<file path="src/rtl/lru_key_value_cache_assert.svh">
// Assertion macros shared by the cache modules
`ifndef LRU_KEY_VALUE_CACHE_ASSERT_SVH
`define LRU_KEY_VALUE_CACHE_ASSERT_SVH

`ifndef NO_ASSERTIONS
`define LKVC_ASSERT_IMPLY(label, clk, rst_n, ante, cons) \
    label: assert property (@(posedge clk) disable iff (!rst_n) (ante) |-> (cons)) \
        else $error("lkvc assertion failed: same cycle");
`define LKVC_ASSERT_NEXT(label, clk, rst_n, ante, cons) \
    label: assert property (@(posedge clk) disable iff (!rst_n) (ante) |=> (cons)) \
        else $error("lkvc assertion failed: next cycle");
`else
`define LKVC_ASSERT_IMPLY(label, clk, rst_n, ante, cons)
`define LKVC_ASSERT_NEXT(label, clk, rst_n, ante, cons)
`endif

`endif

</file>
<file path="src/rtl/lkvc_pkg.sv">
`timescale 1ns / 1ps
`default_nettype none

package lkvc_pkg;

    localparam int KEY_W = 32;
    localparam int VAL_W = 32;
    localparam int CFG_W = 5;

    typedef logic signed [KEY_W-1:0] t_key;
    typedef logic signed [VAL_W-1:0] t_val;
    typedef logic [CFG_W-1:0]        t_cfg;

    localparam logic KIND_GET = 1'b0;
    localparam logic KIND_PUT = 1'b1;

    localparam t_cfg CFG_RESET  = t_cfg'(16);
    localparam t_val MISS_VALUE = '1;

    typedef enum logic {
        ST_IDLE,
        ST_UPDATE
    } t_state;

    typedef struct packed {
        logic lookup;
        logic commit;
        logic hold_addr;
    } t_cmd;

endpackage

`default_nettype wire

</file>
<file path="src/rtl/lkvc_ram.sv">
`timescale 1ns / 1ps
`default_nettype none

module lkvc_ram #(
    parameter int WIDTH = 32,
    parameter int DEPTH = 16
) (
    input  wire logic                                       i_clk,
    input  wire logic                                       i_we,
    input  wire logic [((DEPTH > 1) ? $clog2(DEPTH) : 1)-1:0] i_waddr,
    input  wire logic [WIDTH-1:0]                           i_wdata,
    input  wire logic [((DEPTH > 1) ? $clog2(DEPTH) : 1)-1:0] i_raddr,
    output logic [WIDTH-1:0]                                o_rdata
);

    logic [WIDTH-1:0] r_mem [DEPTH];

    always_ff @(posedge i_clk) begin
        if (i_we) begin
            r_mem[i_waddr] <= i_wdata;
        end
        o_rdata <= r_mem[i_raddr];
    end

endmodule

`default_nettype wire

</file>
<file path="src/rtl/lkvc_dp.sv">
`timescale 1ns / 1ps
`default_nettype none

`include "lru_key_value_cache_assert.svh"

module lkvc_dp
    import lkvc_pkg::*;
#(
    parameter int MAX_ENTRIES = 16
) (
    input  wire logic i_clk,
    input  wire logic i_rst_n,
    input  wire t_cmd i_cmd,
    input  wire logic i_kind,
    input  wire t_key i_key,
    input  wire t_val i_write_value,
    input  wire logic i_cfg_we,
    input  wire t_cfg i_cfg_data,
    output logic      o_hit,
    output t_val      o_read_value
);

    localparam int IDX_W = (MAX_ENTRIES > 1) ? $clog2(MAX_ENTRIES) : 1;
    localparam int OCC_W = $clog2(MAX_ENTRIES + 1);
    localparam int CMP_W = (OCC_W > CFG_W) ? OCC_W : CFG_W;

    t_key                   r_keys [MAX_ENTRIES];
    logic [MAX_ENTRIES-1:0] r_valid;
    logic [IDX_W-1:0]       r_rank [MAX_ENTRIES];
    logic [OCC_W-1:0]       r_occ;
    t_cfg                   r_cfg;

    logic             r_kind;
    t_key             r_key;
    t_val             r_wval;
    logic             r_hit;
    logic [IDX_W-1:0] r_hit_idx;
    logic [IDX_W-1:0] r_hit_rank;
    logic             r_evict;
    logic [IDX_W-1:0] r_vic_idx;
    logic [IDX_W-1:0] r_slot_idx;

    logic [MAX_ENTRIES-1:0] match;
    logic [MAX_ENTRIES-1:0] vic_vec;
    logic [MAX_ENTRIES-1:0] free_vec;
    logic                   hit;
    logic [IDX_W-1:0]       hit_idx;
    logic [IDX_W-1:0]       hit_rank;
    logic [IDX_W-1:0]       vic_idx;
    logic [IDX_W-1:0]       slot_idx;
    logic [IDX_W-1:0]       occ_m1;
    logic [CMP_W-1:0]       cfg_x;
    logic [CMP_W-1:0]       occ_x;
    logic [CMP_W-1:0]       max_x;
    logic [CMP_W-1:0]       cap_x;
    logic                   evict;

    logic             ram_we;
    logic [IDX_W-1:0] ram_waddr;
    logic [IDX_W-1:0] ram_raddr;
    t_val             ram_rdata;

    assign occ_m1 = IDX_W'(r_occ - OCC_W'(1));
    assign cfg_x  = CMP_W'(r_cfg);
    assign occ_x  = CMP_W'(r_occ);
    assign max_x  = CMP_W'(MAX_ENTRIES);

    always_comb begin
        if (cfg_x == '0) begin
            cap_x = CMP_W'(1);
        end else if (cfg_x > max_x) begin
            cap_x = max_x;
        end else begin
            cap_x = cfg_x;
        end
    end

    assign evict = (occ_x >= cap_x) || (occ_x >= max_x);

    always_comb begin
        match    = '0;
        vic_vec  = '0;
        hit_rank = '0;
        for (int i = 0; i < MAX_ENTRIES; i++) begin
            match[i]   = r_valid[i] && (r_keys[i] == i_key);
            vic_vec[i] = r_valid[i] && (r_rank[i] == occ_m1);
            if (match[i]) begin
                hit_rank = hit_rank | r_rank[i];
            end
        end
    end

    assign hit      = |match;
    assign free_vec = ~r_valid | (evict ? vic_vec : '0);

    always_comb begin
        hit_idx  = '0;
        vic_idx  = '0;
        slot_idx = '0;
        for (int i = MAX_ENTRIES - 1; i >= 0; i--) begin
            if (match[i]) begin
                hit_idx = IDX_W'(i);
            end
            if (vic_vec[i]) begin
                vic_idx = IDX_W'(i);
            end
            if (free_vec[i]) begin
                slot_idx = IDX_W'(i);
            end
        end
    end

    always_ff @(posedge i_clk) begin
        if (i_cmd.lookup) begin
            r_kind     <= i_kind;
            r_key      <= i_key;
            r_wval     <= i_write_value;
            r_hit      <= hit;
            r_hit_idx  <= hit_idx;
            r_hit_rank <= hit_rank;
            r_evict    <= evict;
            r_vic_idx  <= vic_idx;
            r_slot_idx <= slot_idx;
        end
        if (i_cmd.commit) begin
            o_hit        <= r_hit;
            o_read_value <= (r_kind == KIND_GET && r_hit) ? ram_rdata : MISS_VALUE;
            if (r_kind == KIND_PUT && !r_hit) begin
                r_keys[r_slot_idx] <= r_key;
            end
        end
    end

    always_ff @(posedge i_clk) begin
        if (!i_rst_n) begin
            r_valid <= '0;
            r_occ   <= '0;
            r_cfg   <= CFG_RESET;
            for (int i = 0; i < MAX_ENTRIES; i++) begin
                r_rank[i] <= '0;
            end
        end else begin
            if (i_cfg_we) begin
                r_cfg <= i_cfg_data;
            end
            if (i_cmd.commit) begin
                if (r_hit) begin
                    // promote the hit entry, age the more recent ones
                    for (int i = 0; i < MAX_ENTRIES; i++) begin
                        if (IDX_W'(i) == r_hit_idx) begin
                            r_rank[i] <= '0;
                        end else if (r_valid[i] && r_rank[i] < r_hit_rank) begin
                            r_rank[i] <= r_rank[i] + IDX_W'(1);
                        end
                    end
                end else if (r_kind == KIND_PUT) begin
                    for (int i = 0; i < MAX_ENTRIES; i++) begin
                        if (IDX_W'(i) == r_slot_idx) begin
                            r_valid[i] <= 1'b1;
                            r_rank[i]  <= '0;
                        end else if (r_evict && IDX_W'(i) == r_vic_idx) begin
                            r_valid[i] <= 1'b0;
                            r_rank[i]  <= '0;
                        end else if (r_valid[i]) begin
                            r_rank[i] <= r_rank[i] + IDX_W'(1);
                        end
                    end
                    if (!r_evict) begin
                        r_occ <= r_occ + OCC_W'(1);
                    end
                end
            end
        end
    end

    assign ram_we    = i_cmd.commit && (r_kind == KIND_PUT);
    assign ram_waddr = r_hit ? r_hit_idx : r_slot_idx;
    assign ram_raddr = i_cmd.hold_addr ? r_hit_idx : hit_idx;

    lkvc_ram #(
        .WIDTH (VAL_W),
        .DEPTH (MAX_ENTRIES)
    ) u_values (
        .i_clk   (i_clk),
        .i_we    (ram_we),
        .i_waddr (ram_waddr),
        .i_wdata (r_wval),
        .i_raddr (ram_raddr),
        .o_rdata (ram_rdata)
    );

    `LKVC_ASSERT_IMPLY(a_occ_bound, i_clk, i_rst_n, 1'b1, occ_x <= max_x)
    `LKVC_ASSERT_IMPLY(a_occ_counts_valid, i_clk, i_rst_n, 1'b1, $countones(r_valid) == r_occ)
    `LKVC_ASSERT_IMPLY(a_single_match, i_clk, i_rst_n, i_cmd.lookup, $onehot0(match))

endmodule

`default_nettype wire

</file>
<file path="config.mk">
export PLATFORM = sky130hd
export DESIGN_NAME = lkvc_dp
export DESIGN_NICKNAME = d
export VERILOG_FILES = /design/src/rtl/lkvc_pkg.sv /design/src/rtl/lkvc_ram.sv /design/src/rtl/lkvc_dp.sv
export VERILOG_INCLUDE_DIRS = /design/src /design/src/rtl
export SDC_FILE = /design/constraint.sdc
export NUM_CORES = 2
export LEC_CHECK = 0
export ABC_AREA = 1
export BUFFER_PORTS_ARGS = -buffer_cell sky130_fd_sc_hd__buf_2
export CORE_MARGIN = 10
export CORE_UTILIZATION = 40
export DETAILED_ROUTE_END_ITERATION = 8
export HOLD_SLACK_MARGIN = 0.12
export PLACE_DENSITY_LB_ADDON = 0.15
export SYNTH_ARGS = -nofsm -noshare
export SYNTH_HDL_FRONTEND = slang
export SYNTH_SLANG_ARGS = --single-unit
</file>
<file path="constraint.sdc">
create_clock -name i_clk -period 5.8 [get_ports i_clk]
set_input_delay 1.16 -clock i_clk [delete_from_list [all_inputs] [get_ports i_clk]]
set_output_delay 1.16 -clock i_clk [all_outputs]
set_load 0.05 [all_outputs]
</file>
==> impl_metrics.json <==
{
  "synth_area_leaders": "edfxtp_1, nand2_1, nand3_1",
  "synth_flop_cell": "edfxtp_1",
  "cts-root-buf": "clkbuf_16",
  "start_util_pct": 40.29,
  "drt_pass1_iterations": 8,
  "ff_latch_area_um2": 37320,
  "grtUsageTotal_pct": 22.94,
  "fmax_mhz": 225.5,
  "grt_max_degree": 133,
  "worst_slew_pin_slew_ns": 1.338,
  "cts_made_buffers": 140,
  "syn_area_um2": 56290,
  "drv_slew": 0,
  "drive_gt1_share_pct": 11.28,
  "setup_ws_ns": 1.366,
  "dieArea_um2": 156100,
  "rows": 137,
  "postCtsHoldBufs": 0,
  "post_cts_buffers": 0,
  "clk_pin_slew_worst_paths_ns": 0.05,
  "hold_viol": 0,
  "synth_top_area_share_pct": 64.23,
  "grt_pass1_wl_mm": 265.3,
  "synthCells": 5023,
  "pin_count": 109,
  "ant_nets": 0,
  "syn-num-nets": 5170,
  "syn_area_per_cell_um2": 11.21,
  "ys_seq_elements": 1262,
  "yosysMostFrequentCell": "nand2_1",
  "overflow": 0,
  "status": "completed",
  "cts_resized": 0,
  "max-vdd-ir-drop_mv": 0.2548,
  "clock_latency_ns": 0.77,
  "fin_nets": 5361,
  "setup_tns_ns": 0,
  "leakagePower_nw": 23.51,
  "drc": 0,
  "clkSinkCount": 1262,
  "ctsLongestPathBuffers": 3,
  "fillers": 12836,
  "coreArea_um2": 139700,
  "arrival_ns": 5.08,
  "path_class": "in -> reg",
  "required_ns": 6.44,
  "powerDensity_nw_per_um2": 316.4,
  "maxCapViolations": 0,
  "cts_max_level": 4,
  "antenna_found_initial": 3,
  "gp_congestion": 0.9313,
  "vias": 39546,
  "setup_viol": 0,
  "clock-skew-final_ns": 0.03157,
  "hp-class": "reg -> reg",
  "ys_types": 63,
  "ys_seq_area_share_pct": 66.29,
  "area.growth.synth_to_final_pct": 13.82,
  "viasPerCell": 5.495,
  "cp-end-kind": "flip-flop",
  "synth_warnings": 0,
  "dp_hpwl_mm": 116.3,
  "drt_iter0_markers": 4190,
  "multi_input_area_um2": 16460,
  "timing.final.crit_share_pct": 76.45,
  "netlist_top_cells_count": "nand2_1, edfxtp_1, nand3_1, inv_1, nor2_1",
  "power_mw": 20.27,
  "crit_fanout": 16,
  "period_needed_ns": 4.434,
  "port_buffers": 108,
  "synth-edff-count": 1204,
  "post_drt_wl_per_cell_um": 25.64,
  "grt_pass1_vias": 38128,
  "wirelength_mm": 184.5,
  "rsz0062_at_grt": "false",
  "postSynth.asyncResetShare_pct": 0,
  "synth_top_cell_by_area": "edfxtp_1",
  "die_h_um": 395.1,
  "crit_path_start_kind": "input port",
  "relSlewSlack_pct": 10.79,
  "tritoncts": "yes",
  "chipWidth_um": 395.1,
  "dp_slack_ns": 0.6692
}
==> per-stage QoR <==
stage,std cells,util (%),area (um^2),hold slack (ns)
2_1_floorplan,5023,-,56290,0.4487
3_3_place_gp,6948,42.70,59660,0.4700
3_5_place_dp,6948,42.70,59660,0.4745
4_1_cts,7196,45.86,64070,0.4879
5_1_grt,7196,45.86,64070,0.5054
6_report,7197,45.86,64070,0.4851
==> sequential cells by signal, summed over array words and instances (netlist names) <==
| signal | cells |
|---|---|
| u_values.o_rdata | 32 |
| r_kind | 1 |
| r_hit_idx | 4 |
| o_read_value | 32 |
| r_slot_idx | 4 |
| r_wval | 32 |
| u_values.r_mem | 512 |
| r_valid | 16 |
| r_key | 32 |
| r_evict | 1 |
| occ_x | 5 |
| r_vic_idx | 4 |
| r_keys | 512 |
| r_rank | 64 |
| r_hit_rank | 4 |
| o_hit | 1 |
| cfg_x | 5 |
| r_hit | 1 |
==> where the power goes <==
| part | total, mW | switching (mW) | internal (mW) | leakage (nW) |
|---|---|---|---|---|
| registers | 10.5 | 0.278 | 10.2 | 11.4 |
| clock network | 8.66 | 3.63 | 5.04 | 2.15 |
| logic | 1.14 | 0.815 | 0.324 | 9.91 |
| total | 20.3 | 4.72 | 15.6 | 23.5 |
==> layout by cell type, fill, tap and decap left out, types with 9 or more instances in the layout <==
cell type,count
clkbuf_8,11
inv_2,28
nor2_1,262
clkinv_2,18
edfxtp_1,1204
nor2_4,30
xor2_1,85
buf_4,141
buf_2,107
ha_1,71
nor4_1,72
a22oi_1,9
nand3_1,519
buf_12,34
a21oi_1,100
inv_1,300
nand4_1,32
nor3_1,31
nand2_1,1351
o22ai_1,105
or2_2,39
clkbuf_1,40
a211oi_1,22
clkbuf_16,145
xnor2_1,128
o2111ai_1,10
o21ai_1,26
dfxtp_1,58
o21ai_0,176
a22o_1,24
clkinv_1,18
a221oi_1,30
==> final timing paths <==
| check | cells after the start | slack, ns | start | to |
|---|---|---|---|---|
| worst min register to register | 2 | 0.49 | u_values.o_rdata[26] | o_read_value[26] |
| worst min-delay path | 2 | 0.49 | u_values.o_rdata[26] | o_read_value[26] |
| worst max register to register | 19 | 1.37 | occ_x[0] | r_slot_idx[0] |
| worst max-delay path | 16 | 1.37 | i_key[9] | u_values.o_rdata[18] |
==> logic make-up after synthesis <==
family / count (synthesis) / synth area share, %
and+or+nand+nor: 2372 / 18.01
DFF: 1262 / 66.29
buffers and inverters: 566 / 4.977
AOI/OAI and AO/OA: 537 / 5.799
xor gates and xnor gates: 215 / 3.345
adders and majority gates: 71 / 1.578
==> per-layer routing <==
layer  vias up  GRT usage (%)  routed length, um
met5         -              0                  0
met2      1645          37.31              86540
met4         0          8.396               6753
li1      18024              -                  -
met1     19509          30.87              77790
met3       368          3.745              13460
==> layout make-up <==
cell class	count	area share [%]
timing repair buffer	282	3.550
inverter	333	1.963
tap	1876	3.664
multi-input combinational	3195	25.70
clock buffer	196	6.134
sequential	1262	58.24
clock inverter	52	0.7479
antenna	1	0.003906
==> worst max-delay path, stage by stage <==
cell,delay [ns]
buf_2,0.10
inv_1,0.47
buf_4,0.39
nor2_1,0.07
a211oi_1,0.23
o2111ai_1,0.16
nor4_1,0.36
nand3_1,0.48
and3_1,0.34
a21oi_1,0.23
nand2_1,0.14
o21ai_4,0.15
buf_4,0.36
nand3_1,0.16
nand3_1,0.13
nand2_1,0.07
Power figures use the tool's default switching activity.
